`config.mk`:
```
export PLATFORM = sky130hd
export DESIGN_NAME = linear_probe_hash_table_unit
export DESIGN_NICKNAME = d
export VERILOG_FILES = /design/src/rtl/core/lpht_pkg.sv /design/src/rtl/core/lpht_rem.sv /design/src/rtl/core/lpht_store.sv /design/src/rtl/core/linear_probe_hash_table_unit.sv
export SDC_FILE = /design/constraint.sdc
export NUM_CORES = 2
export LEC_CHECK = 0
export BUFFER_PORTS_ARGS = -buffer_cell sky130_fd_sc_hd__buf_2
export CAP_MARGIN = 20
export CORE_MARGIN = 3
export CORE_UTILIZATION = 68
export CTS_BUF_LIST = sky130_fd_sc_hd__clkbuf_8 sky130_fd_sc_hd__clkbuf_16
export CTS_CLUSTER_SIZE = 24
export DETAILED_ROUTE_END_ITERATION = 7
export PLACE_DENSITY_LB_ADDON = 0.25
export SLEW_MARGIN = 30
export SYNTH_ARGS = -nofsm -noshare
export SYNTH_HDL_FRONTEND = slang
export SYNTH_MEMORY_MAX_BITS = 65536
export SYNTH_SLANG_ARGS = --single-unit
```
`constraint.sdc`:
```
create_clock -name clk -period 20.6 [get_ports clk]
set_input_delay 3.09 -clock clk [delete_from_list [all_inputs] [get_ports clk]]
set_output_delay 3.09 -clock clk [all_outputs]
set_load 0.05 [all_outputs]
```
`src/rtl/core/lpht_pkg.sv`:
```
// Shared types and codes for the linear-probing hash table unit.
// Used by the remainder unit, the slot store, the top level and the checker.
// No dependencies.
`timescale 1ns / 1ps
`default_nettype none

package lpht_pkg;

  // Fixed field widths of the command and result words.
  localparam int KEY_W      = 31;
  localparam int SIZE_W     = 7;
  localparam int SLOT_OUT_W = 6;
  localparam int FOUND_W    = 32;

  // Remainder unit: dividend bits retired per cycle and the step count.
  localparam int REM_STEP_BITS = 4;
  localparam int REM_STEPS     = (KEY_W + REM_STEP_BITS) / REM_STEP_BITS;
  localparam int REM_CNT_W     = $clog2(REM_STEPS);

  typedef logic [1:0] action_t;
  typedef logic [1:0] status_t;
  typedef logic [1:0] slot_state_t;

  // Actions requested by an input word.
  localparam action_t ACT_SEARCH = 2'd0;
  localparam action_t ACT_ADD    = 2'd1;
  localparam action_t ACT_REMOVE = 2'd2;
  localparam action_t ACT_CLEAR  = 2'd3;

  // Result status codes.
  localparam status_t STS_OK      = 2'd0;
  localparam status_t STS_MISS    = 2'd1;
  localparam status_t STS_PRESENT = 2'd2;
  localparam status_t STS_FULL    = 2'd3;

  // Per-slot occupancy codes.
  localparam slot_state_t SLOT_EMPTY    = 2'd0;
  localparam slot_state_t SLOT_OCCUPIED = 2'd1;
  localparam slot_state_t SLOT_DELETED  = 2'd2;

endpackage

`default_nettype wire

```
`src/rtl/core/lpht_rem.sv`:
```
// Iterative remainder unit: key modulo the table size, four dividend bits a cycle.
// Depends on lpht_pkg for widths and step counts.
`timescale 1ns / 1ps
`default_nettype none

module lpht_rem (
  input  wire logic                           clk,
  input  wire logic                           rst,
  input  wire logic                           start,
  input  wire logic [lpht_pkg::KEY_W-1:0]     dividend,
  input  wire logic [lpht_pkg::SIZE_W-1:0]    divisor,
  output logic                                done,
  output logic [lpht_pkg::SIZE_W-1:0]         rem
);

  localparam int DQ_W = lpht_pkg::REM_STEPS * lpht_pkg::REM_STEP_BITS;

  logic                               run;
  logic [lpht_pkg::REM_CNT_W-1:0]     cnt;
  logic [DQ_W-1:0]                    dq;
  logic [lpht_pkg::SIZE_W-1:0]        div_q;
  logic [DQ_W-1:0]                    dq_next;
  logic [lpht_pkg::SIZE_W-1:0]        rem_next;

  // Restoring steps: the partial remainder stays below the divisor, so each
  // step needs one compare and one subtract on eight bits.
  always_comb begin
    logic [lpht_pkg::SIZE_W:0] t;
    rem_next = rem;
    dq_next  = dq;
    for (int k = 0; k < lpht_pkg::REM_STEP_BITS; k++) begin
      t = {rem_next, dq_next[DQ_W-1]};
      dq_next = {dq_next[DQ_W-2:0], 1'b0};
      if (t >= {1'b0, div_q}) begin
        t = t - {1'b0, div_q};
      end
      rem_next = t[lpht_pkg::SIZE_W-1:0];
    end
  end

  // Step sequencing.
  always_ff @(posedge clk) begin
    if (rst) begin
      run  <= 1'b0;
      cnt  <= '0;
      done <= 1'b0;
    end else if (start) begin
      run   <= 1'b1;
      cnt   <= '0;
      dq    <= DQ_W'(dividend);
      div_q <= divisor;
      rem   <= '0;
      done  <= 1'b0;
    end else if (run) begin
      dq   <= dq_next;
      rem  <= rem_next;
      cnt  <= cnt + 1'b1;
      run  <= (cnt != lpht_pkg::REM_CNT_W'(lpht_pkg::REM_STEPS - 1));
      done <= (cnt == lpht_pkg::REM_CNT_W'(lpht_pkg::REM_STEPS - 1));
    end else begin
      done <= 1'b0;
    end
  end

endmodule

`default_nettype wire

```
`src/rtl/core/lpht_store.sv`:
```
// Slot store: occupancy, key and payload memories with one registered read port
// and one write port. Depends on lpht_pkg for field widths and codes.
`timescale 1ns / 1ps
`default_nettype none

module lpht_store #(
  parameter int SLOTS        = 64,
  parameter int PAYLOAD_BITS = 32
) (
  input  wire logic                          clk,
  input  wire logic                          rd_en,
  input  wire logic [$clog2(SLOTS)-1:0]      rd_addr,
  output lpht_pkg::slot_state_t              rd_state,
  output logic [lpht_pkg::KEY_W-1:0]         rd_key,
  output logic [PAYLOAD_BITS-1:0]            rd_payload,
  input  wire logic                          st_we,
  input  wire logic                          ent_we,
  input  wire logic [$clog2(SLOTS)-1:0]      wr_addr,
  input  wire lpht_pkg::slot_state_t         wr_state,
  input  wire logic [lpht_pkg::KEY_W-1:0]    wr_key,
  input  wire logic [PAYLOAD_BITS-1:0]       wr_payload
);

  lpht_pkg::slot_state_t        st_mem  [SLOTS];
  logic [lpht_pkg::KEY_W-1:0]   key_mem [SLOTS];
  logic [PAYLOAD_BITS-1:0]      pay_mem [SLOTS];

  // Write port. Occupancy is written alone by the clearing sweep and by removes.
  always_ff @(posedge clk) begin
    if (st_we) begin
      st_mem[wr_addr] <= wr_state;
    end
    if (ent_we) begin
      key_mem[wr_addr] <= wr_key;
      pay_mem[wr_addr] <= wr_payload;
    end
  end

  // Registered read port; data appears in the cycle after the read is issued.
  always_ff @(posedge clk) begin
    if (rd_en) begin
      rd_state   <= st_mem[rd_addr];
      rd_key     <= key_mem[rd_addr];
      rd_payload <= pay_mem[rd_addr];
    end
  end

endmodule

`default_nettype wire

```
`src/rtl/core/linear_probe_hash_table_unit.sv`:
```
// Linear-probing hash table with tombstones: sequencer, probe logic and config.
// Depends on lpht_pkg, lpht_rem and lpht_store.
//
//   channel   signals                                  handshake
//   command   action, key, payload                     start & !busy
//   result    status, slot, found_payload              done (one cycle)
//   config    cfg_wdata (table_size)                   cfg_we
//
// A search, add or remove first reduces the key modulo the table size, then
// probes slots from the home slot, one per cycle through the store's read port,
// until a hit, an empty slot or a full pass over the table. A clear sweeps every slot.
// After reset the unit sweeps the occupancy memory with busy high; config
// writes are taken during that time. The receiver cannot stall.
`timescale 1ns / 1ps
`default_nettype none

module linear_probe_hash_table_unit #(
  parameter int SLOTS        = 64,
  parameter int PAYLOAD_BITS = 32
) (
  input  wire logic                             clk,
  input  wire logic                             rst,
  input  wire logic                             cfg_we,
  input  wire logic [lpht_pkg::SIZE_W-1:0]      cfg_wdata,
  input  wire logic                             start,
  input  wire lpht_pkg::action_t                action,
  input  wire logic [lpht_pkg::KEY_W-1:0]       key,
  input  wire logic [PAYLOAD_BITS-1:0]          payload,
  output logic                                  busy,
  output logic                                  done,
  output lpht_pkg::status_t                     status,
  output logic [lpht_pkg::SLOT_OUT_W-1:0]       slot,
  output logic [lpht_pkg::FOUND_W-1:0]          found_payload
);

  localparam int AW        = $clog2(SLOTS);
  localparam int SIZE_MAX  = (SLOTS < 127) ? SLOTS : 127;
  localparam int SIZE_RST  = (SLOTS < 64) ? SLOTS : 64;

  localparam logic [1:0] S_IDLE  = 2'd0;
  localparam logic [1:0] S_SWEEP = 2'd1;
  localparam logic [1:0] S_HASH  = 2'd2;
  localparam logic [1:0] S_PROBE = 2'd3;

  logic [1:0]                      fsm, fsm_next;
  logic [lpht_pkg::SIZE_W-1:0]     size_n, size_clamp;
  lpht_pkg::action_t               op_action;
  logic [lpht_pkg::KEY_W-1:0]      op_key;
  logic [PAYLOAD_BITS-1:0]         op_pay;
  logic [AW-1:0]                   sweep_addr;
  logic                            sweep_report;
  logic [AW-1:0]                   iss_addr, iss_addr_next;
  logic [lpht_pkg::SIZE_W-1:0]     iss_cnt;
  logic [AW-1:0]                   rd_addr_q;
  logic [lpht_pkg::SIZE_W-1:0]     rd_idx_q;
  logic                            rd_vld;
  logic                            free_vld;
  logic [AW-1:0]                   free_slot;

  logic                            accept;
  logic                            rem_start, rem_done;
  logic [lpht_pkg::SIZE_W-1:0]     rem;
  logic                            issue;
  lpht_pkg::slot_state_t           rd_state;
  logic [lpht_pkg::KEY_W-1:0]      rd_key;
  logic [PAYLOAD_BITS-1:0]         rd_payload;
  logic                            eval, is_occ, is_empty, hit, last, stop;
  logic [AW-1:0]                   free_pick;
  logic                            free_have;
  logic                            st_we, ent_we;
  logic [AW-1:0]                   wr_addr;
  lpht_pkg::slot_state_t           wr_state;
  logic                            res_valid;
  lpht_pkg::status_t               res_status;
  logic [AW-1:0]                   res_slot;
  logic [PAYLOAD_BITS-1:0]         res_pay;

  assign busy      = (fsm != S_IDLE);
  assign accept    = start && !busy;
  assign rem_start = accept && (action != lpht_pkg::ACT_CLEAR);

  // Table size, clamped into 1..min(SLOTS, 127) when written.
  always_comb begin
    if (cfg_wdata == '0) begin
      size_clamp = lpht_pkg::SIZE_W'(1);
    end else if (32'(cfg_wdata) > SIZE_MAX) begin
      size_clamp = lpht_pkg::SIZE_W'(SIZE_MAX);
    end else begin
      size_clamp = cfg_wdata;
    end
  end

  lpht_rem u_rem (
    .clk      (clk),
    .rst      (rst),
    .start    (rem_start),
    .dividend (key),
    .divisor  (size_n),
    .done     (rem_done),
    .rem      (rem)
  );

  // Read issue runs one slot ahead of evaluation; reads have no side effects,
  // so the one read in flight when a probe stops is simply dropped.
  assign issue = (fsm == S_PROBE) && (iss_cnt < size_n);
  assign iss_addr_next = (32'(iss_addr) + 32'd1 == 32'(size_n)) ? '0 : iss_addr + AW'(1);

  lpht_store #(
    .SLOTS        (SLOTS),
    .PAYLOAD_BITS (PAYLOAD_BITS)
  ) u_store (
    .clk        (clk),
    .rd_en      (issue),
    .rd_addr    (iss_addr),
    .rd_state   (rd_state),
    .rd_key     (rd_key),
    .rd_payload (rd_payload),
    .st_we      (st_we),
    .ent_we     (ent_we),
    .wr_addr    (wr_addr),
    .wr_state   (wr_state),
    .wr_key     (op_key),
    .wr_payload (op_pay)
  );

  // Evaluation of the slot word that came back from the store.
  assign eval     = (fsm == S_PROBE) && rd_vld;
  assign is_occ   = (rd_state == lpht_pkg::SLOT_OCCUPIED);
  assign is_empty = (rd_state == lpht_pkg::SLOT_EMPTY);
  assign hit      = is_occ && (rd_key == op_key);
  assign last     = (rd_idx_q == size_n - lpht_pkg::SIZE_W'(1));
  assign stop     = eval && (hit || is_empty || last);

  // First empty or deleted slot on the path is where an add lands.
  assign free_pick = free_vld ? free_slot : rd_addr_q;
  assign free_have = free_vld || !is_occ;

  // Write port control, result formation and next state.
  always_comb begin
    fsm_next   = fsm;
    st_we      = 1'b0;
    ent_we     = 1'b0;
    wr_addr    = sweep_addr;
    wr_state   = lpht_pkg::SLOT_EMPTY;
    res_valid  = 1'b0;
    res_status = lpht_pkg::STS_OK;
    res_slot   = '0;
    res_pay    = '0;
    unique case (fsm)
      S_IDLE: begin
        if (accept) begin
          fsm_next = (action == lpht_pkg::ACT_CLEAR) ? S_SWEEP : S_HASH;
        end
      end
      S_SWEEP: begin
        st_we = 1'b1;
        if (sweep_addr == AW'(SLOTS - 1)) begin
          fsm_next  = S_IDLE;
          res_valid = sweep_report;
        end
      end
      S_HASH: begin
        if (rem_done) begin
          fsm_next = S_PROBE;
        end
      end
      S_PROBE: begin
        if (stop) begin
          fsm_next  = S_IDLE;
          res_valid = 1'b1;
          unique case (op_action)
            lpht_pkg::ACT_SEARCH: begin
              if (hit) begin
                res_slot = rd_addr_q;
                res_pay  = rd_payload;
              end else begin
                res_status = lpht_pkg::STS_MISS;
              end
            end
            lpht_pkg::ACT_ADD: begin
              if (hit) begin
                res_status = lpht_pkg::STS_PRESENT;
                res_slot   = rd_addr_q;
              end else if (free_have) begin
                st_we    = 1'b1;
                ent_we   = 1'b1;
                wr_addr  = free_pick;
                wr_state = lpht_pkg::SLOT_OCCUPIED;
                res_slot = free_pick;
              end else begin
                res_status = lpht_pkg::STS_FULL;
              end
            end
            lpht_pkg::ACT_REMOVE: begin
              if (hit) begin
                st_we    = 1'b1;
                wr_addr  = rd_addr_q;
                wr_state = lpht_pkg::SLOT_DELETED;
                res_slot = rd_addr_q;
              end else begin
                res_status = lpht_pkg::STS_MISS;
              end
            end
            default: begin
              res_status = lpht_pkg::STS_OK;
            end
          endcase
        end
      end
      default: begin
        fsm_next = S_IDLE;
      end
    endcase
  end

  // Control registers.
  always_ff @(posedge clk) begin
    if (rst) begin
      fsm          <= S_SWEEP;
      sweep_addr   <= '0;
      sweep_report <= 1'b0;
      size_n       <= lpht_pkg::SIZE_W'(SIZE_RST);
      rd_vld       <= 1'b0;
      free_vld     <= 1'b0;
      done         <= 1'b0;
    end else begin
      fsm    <= fsm_next;
      done   <= res_valid;
      rd_vld <= issue;
      if (cfg_we) begin
        size_n <= size_clamp;
      end
      if (fsm == S_SWEEP) begin
        sweep_addr <= sweep_addr + AW'(1);
      end
      if (accept) begin
        sweep_addr   <= '0;
        sweep_report <= 1'b1;
        free_vld     <= 1'b0;
      end
      if (eval && !is_occ) begin
        free_vld <= 1'b1;
      end
    end
  end

  // Operation word, probe addresses and result word.
  always_ff @(posedge clk) begin
    if (accept) begin
      op_action <= action;
      op_key    <= key;
      op_pay    <= payload;
    end
    if (fsm == S_HASH && rem_done) begin
      iss_addr <= AW'(rem);
      iss_cnt  <= '0;
    end else if (issue) begin
      iss_addr <= iss_addr_next;
      iss_cnt  <= iss_cnt + lpht_pkg::SIZE_W'(1);
    end
    if (issue) begin
      rd_addr_q <= iss_addr;
      rd_idx_q  <= iss_cnt;
    end
    if (eval && !is_occ && !free_vld) begin
      free_slot <= rd_addr_q;
    end
    if (res_valid) begin
      status        <= res_status;
      slot          <= lpht_pkg::SLOT_OUT_W'(res_slot);
      found_payload <= lpht_pkg::FOUND_W'(res_pay);
    end
  end

endmodule

`default_nettype wire

```
Word-level counts from Yosys, hierarchy flattened --
Memories as Yosys holds them, arrays and structs flattened. A register that Yosys moved wholly into a read port is not among the register bits. Index checks and enable logic that the tools add are counted.
Storage, ports and cells: register bits 207, bits in latches 0, bits in writable memories 4160, bits in read-only memories 0, input port bits 76, output and inout bits 42, logic and storage cells 155, memories kept 3
Cells by class: add/sub/neg operators 10, multiply operators 0, divide/modulo/power cells 0, magnitude comparators 6, equal/unequal tests 18, shifts and indexed selects 0, multiplexer cells 59, bitwise logic cells 2, reduce and logical (&&, ||, !) cells 32
Memory list:
- u_store.pay_mem | words 64, width 32, rd ports 1, clocked after Yosys merged registers in 1, write ports 1, RTL line lpht_store.sv:26 | logic [PAYLOAD_BITS-1:0] pay_mem [SLOTS];
- u_store.key_mem | words 64, width 31, rd ports 1, clocked after Yosys merged registers in 1, write ports 1, RTL line lpht_store.sv:25 | logic [lpht_pkg::KEY_W-1:0] key_mem [SLOTS];
- u_store.st_mem | words 64, width 2, rd ports 1, clocked after Yosys merged registers in 1, write ports 1, RTL line lpht_store.sv:24 | lpht_pkg::slot_state_t st_mem [SLOTS];
Operators by type and width (count):
- two-way mux 6 bit | 12
- two-way mux 7 bit | 7
- greater-or-equal comparator 8 x 7 -> 1 bit | 4
- two-way mux 32 bit | 1
- equality test 31 bit | 1
- two-way mux 31 bit | 1
- subtractor 7 bit | 4
- case mux 6 bit (2 select lines) | 2
- two-way mux 1 bit | 20
- two-way mux 2 bit | 10
- equality test 7 bit | 2
- adder 6 x 1 -> 6 bit (second input constant) | 2
- logical AND 1 bit | 9
- equality test 2 bit (second input constant) | 4
- != test 2 bit (second input constant) | 4
- case mux 2 bit (2 select lines) | 2
- case mux 2 bit (4 select lines) | 1
- AND reduction 4 bit | 2
- nonzero test 2 bit | 4
- adder 6 x 1 -> 7 bit (second input constant) | 1
- adder 7 x 1 -> 7 bit (second input constant) | 1
- greater-than comparator 7 bit (second input constant) | 1
- logical NOT 7 bit | 1
- < comparator 7 bit | 1
- other kinds (15) | 30

Longest topological paths before layout --
word-level depth 10, mapped depth 32, depth with buffers taken out 32

Cells and area by module --
From an unflattened synthesis, not the netlist that was laid out.
Second synthesis, totals: cells, all modules 7466, area, all modules 169490.1 sq um
By module, submodules not included:
- lpht_store | instances 1, cells an instance 6685, area each 159425.4 sq um, seq. area each 126871.7 sq um
- linear_probe_hash_table_unit | instances 1, cells an instance 475, area each 6512.5 sq um, seq. area each 4424.2 sq um
- lpht_rem | instances 1, cells an instance 306, area each 3552.2 sq um, seq. area each 1481.4 sq um

Worst setup path before layout --
Ideal clock, no wire load.
path type register to register, start point reg op_key[11] (netlist bit), end point mem u_store.key_mem[2][0] (netlist bit) (enable), data arrival time 9129 ps, data required time 19960 ps, path slack 10831 ps, stages on the path, launching flop included 11, period minus slack after synthesis 9769 ps, cell sequence edfxtp_1 > xnor2_1 > nand4_1 > or4_4 > nor2_8 > nor2_2 > a211o_1 > a22o_1 > buf_6 > buf_6 > nor4_1
On the way: cells in the longest elaborated chain, start to end 9, elaborated cells on any way between the ends 16
RTL lines:
- start, declared | RTL line linear_probe_hash_table_unit.sv:48 | logic [lpht_pkg::KEY_W-1:0] op_key;
- start signal, assigned | RTL line linear_probe_hash_table_unit.sv:251 | op_key <= key;
- equality test 31 bit * | RTL line linear_probe_hash_table_unit.sv:130 | assign hit = is_occ && (rd_key == op_key);
- logical AND 1 bit * | RTL line linear_probe_hash_table_unit.sv:130
- logical OR 1 bit (2 in series) | RTL line linear_probe_hash_table_unit.sv:132 | assign stop = eval && (hit || is_empty || last);
- logical AND 1 bit | RTL line linear_probe_hash_table_unit.sv:132
- two-way mux 1 bit | RTL line linear_probe_hash_table_unit.sv:168 | if (stop) begin
- two-way mux 1 bit | RTL line linear_probe_hash_table_unit.sv:149 | unique case (fsm)
- two-way mux 1 bit | RTL line lpht_store.sv:33 | if (ent_we) begin
- two-way mux 1 bit (not written as such) | RTL line lpht_store.sv:34 | key_mem[wr_addr] <= wr_key;
- end, declared | RTL line lpht_store.sv:25
Mark *: on every way between the ends. The rest lies on a longest branch, timed or not.

Worst setup path after layout --
start point reg u_rem.div_q[1] (netlist bit), end point reg u_rem.rem[0] (netlist bit), data pin
On the way: cells in the longest elaborated chain, start to end 9, elaborated cells on any way between the ends 12
RTL lines:
- start, declared | RTL line lpht_rem.sv:21 | logic [lpht_pkg::SIZE_W-1:0] div_q;
- start signal, assigned | RTL line lpht_rem.sv:51 | div_q <= divisor;
- subtractor 7 bit or greater-or-equal comparator 8 x 7 -> 1 bit (tied branches) | RTL line lpht_rem.sv:35, lpht_rem.sv:34
- two-way mux 7 bit | RTL line lpht_rem.sv:34 | if (t >= {1'b0, div_q}) begin
- subtractor 7 bit or greater-or-equal comparator 8 x 7 -> 1 bit (tied branches) | RTL line lpht_rem.sv:35, lpht_rem.sv:34
- two-way mux 7 bit | RTL line lpht_rem.sv:34
- subtractor 7 bit or greater-or-equal comparator 8 x 7 -> 1 bit (tied branches) | RTL line lpht_rem.sv:35, lpht_rem.sv:34
- two-way mux 7 bit | RTL line lpht_rem.sv:34
- greater-or-equal comparator 8 x 7 -> 1 bit * | RTL line lpht_rem.sv:34
- two-way mux 7 bit * | RTL line lpht_rem.sv:34
- two-way mux 7 bit * | RTL line lpht_rem.sv:54 | end else if (run) begin
- end signal, assigned | RTL line lpht_rem.sv:56 | rem <= rem_next;
- end, declared | RTL line lpht_rem.sv:13 | output logic [lpht_pkg::SIZE_W-1:0] rem
Mark *: on every way between the ends. The rest lies on a longest branch, timed or not. The select of a mux whose other input is x is not followed. A chain may end at the register's enable or synchronous reset.

==> reports/metrics.yaml <==
post-synth-top-area-fraction: 0.7730
setup.worst_path.end_class: "flip-flop"
clock.fmax_mhz: 114.1
syn_avg_cell_area_um2: 24.36
maxCapViolCount: 0
rows: 183
tritoncts.num_buffers: 431
post_synth_inst_count: 7019
ys_seq_elements: 4432
critPathLaunchType: "flip-flop"
final_cell_count_no_fill: 11180
post_synth_instance_area_um2: 171000
maxSlewHeadroom: 0.2468
ctsResizeCount: 0
timing.setup.critical_path_class: "flip-flop to flip-flop"
portBuffers: 117
yosysUniqueCellTypes: 79
synth-edff-count: 4401
worst-path-max-fanout: 10
commonest_non_fill_non_tap_cells_in_the_layout: "edfxtp_1, mux4_2, clkbuf_16"
clk_pin_slew_worst_paths_ps: 70
grt_pass1_wl_mm: 770.1
first_global_vias: 92180
cts-root-buf: "clkbuf_16"
fp.dieArea_um2: 257500
grt_setup_unrepaired: "false"
ant_nets: 0
most_common_library_cell_in_the_layout_ignoring_fill_and_taps: "edfxtp_1"
m1WireLength_mm: 164.5
report.final.setup_viol: 0
die_outline_width_um: 507.4
gr-usage-all-layers: 0.4460
p_clk_frac: 0.454
routed_via_density: 8.377
tightestPinTransition_ps: 1130
outcome: "finished with violations"
placeableCoreArea_um2: 249300
layout_cells_sized_above_1: 0.3221
met3_wirelength_mm: 86.33
power_leakage_nw: 59.47
finalWorstPathRequiredPeriod_ps: 8768
ys_dominant_reg_cell: "edfxtp_1"
place_hpwl_mm: 236.9
power.share.combinational: 0.003
drt_first_pass_iters: 8
place.gp.congestion: 0.8117
drt_iter0_markers: 19390
top_level_ports: 118
sinks_on_the_clock_net: 4432
post_cts_hold_buffer_count: 0
start_util: 0.6856
intPower_w: 0.01428
syn2layout_area_growth_pct: 11.96
yosysSeqAreaShare: 0.7767
critical-path-slowest-cell: "fa_1"
num_vias: 93680
placedInstanceArea_um2: 177200
htree_levels: 5
req_time_crit_path_ps: 21330
pin_count_of_the_biggest_net_entering_global_routing: 134
drc: 1
fin_area_um2: 191400
globalRouteOverflowTotal: 0
clk_path_buf_depth: 4
p_seq_frac: 0.543
synthesis.nets: 7143
async_flop_share: 0
clock-skew-final_ps: 91.39
die_h_um: 507.4
dpl.cell_count: 10380
post_cts.repair.setup_buffers: 0
worst-endpoint-arrival_ps: 9500
synth_warnings: 0
highest_layer: "met5"
cpPeakStageDelay_ps: 540
power_switching_share: 0.2062
fin_nets: 7614
antenna_found_initial: 27
power_density_normalized_to_cell_area_nw_per_um2: 93.99
drt_wl_total_mm: 568.3
cpLargestDelayFamily: "compound AO/OA/AOI/OAI gates"
period_share: 0.4256
worst-path-buf-inv: 1
hold_path_class: "flip-flop to flip-flop"
tritoncts: "built"
switching_power_w: 0.003710
timing.final.max_slew_violations: 0
clkLatencyLatePin_ps: 1050
hold_viol_final: 0
synth_area_leader_cell: "edfxtp_1"
fin_setup_tns_ps: 0
synth.area.top_cells: "edfxtp_1, mux4_2, clkbuf_1, nor4_2, dfxtp_1"
route.met2.wl_mm: 267.1
ir_worst_vdd_mv: 0.1136
failed_checks: "DRC"
drt-wirelength-per-cell_um: 50.81
==> metal layers <==
metal	up-vias	track usage
met5	-	0.004074
met4	28	0.3099
met3	2900	0.1365
met2	11930	0.6742
met1	47450	0.5641
li1	31390	-
==> power groups by stage <==
stage,Sequential [W],Clock (W),Combinational (W)
detailed placement,0.00996,0,0.0000576
global placement,0.00996,0,0.0000560
finish,0.00976,0.00817,0.0000622
floorplan,0.00996,0,0.0000299
CTS,0.00976,0.00813,0.0000603
global route,0.00976,0.00843,0.0000642
==> registers in the layout, indices dropped and copies added (netlist names), 7 cells and up <==
name,count
found_payload,32
iss_cnt,7
op_key,31
op_pay,32
rd_idx_q,7
size_n,7
u_rem.div_q,7
u_rem.dq,32
u_rem.rem,7
u_store.key_mem,1984
u_store.pay_mem,2048
u_store.rd_key,31
u_store.rd_payload,32
u_store.st_mem,128
==> synthesized netlist by cell type (10+ instances only) <==
library cell and n:
buf_1 74, clkbuf_1 244, a21oi_1 22, nand4_1 21
o21ai_0 32, dfxtp_1 31, and3_1 15, inv_1 44
nand3_1 17, o211ai_1 14, buf_2 52, buf_6 10
and2_1 36, xnor2_1 55, nand2b_1 18, mux2i_1 23
nand2_1 136, nor2b_1 12, o21a_1 10, mux4_2 1365
nor2_1 50, edfxtp_1 4401, ha_1 44, nor4_1 73
nor3_1 13, xor2_1 11, nor4_2 55, a21o_1 11
o22ai_1 10
==> stage by stage <==
stage          setup WS, ps  hold slack [ps]  total power [W]  utilization
2_1_floorplan         10830            424.4         0.009988            -
3_3_place_gp          11790            454.2          0.01002       0.7099
3_5_place_dp          11970            488.8          0.01002       0.7107
4_1_cts               11910            497.6          0.01795       0.7662
5_1_grt               11260            523.8          0.01825       0.7673
6_report              11830            494.7          0.01799       0.7676
==> final timing paths <==
kind	to	startpoint	cells after the start	slack, ps
setup / recovery	u_rem.rem[0]	u_rem.div_q[1]	28	11830
hold / removal	sweep_report	sweep_report	2	490
setup reg to reg	u_rem.rem[0]	u_rem.div_q[1]	28	11830
hold reg to reg	sweep_report	sweep_report	2	490
==> cells by family after synthesis <==
family | share of synthesized area
AOI/OAI and AO/OA | 0.007209
xor gates and xnor gates | 0.003381
adders and majority gates | 0.003689
buffers and inverters | 0.01017
DFF | 0.7767
muxes | 0.1818
and+or+nand+nor | 0.01713
==> layout make-up <==
type	count	area (µm²)
Clock buffer	440	11000
Tap cell	3330	4167
Clock inverter	323	2850
Fill cell	11010	57940
Antenna cell	33	82.58
Multi-Input combinational cell	2162	37020
Timing Repair Buffer	419	3333
Sequential cell	4432	132800
Inverter	44	175.2
==> tightest hold or removal path, cell delays in order, from the launching register on <==
cell and delay [ps]:
dfxtp_1 330, nor2_1 50, nor2_1 80
Note: power is estimated with default switching activity, not from simulation.
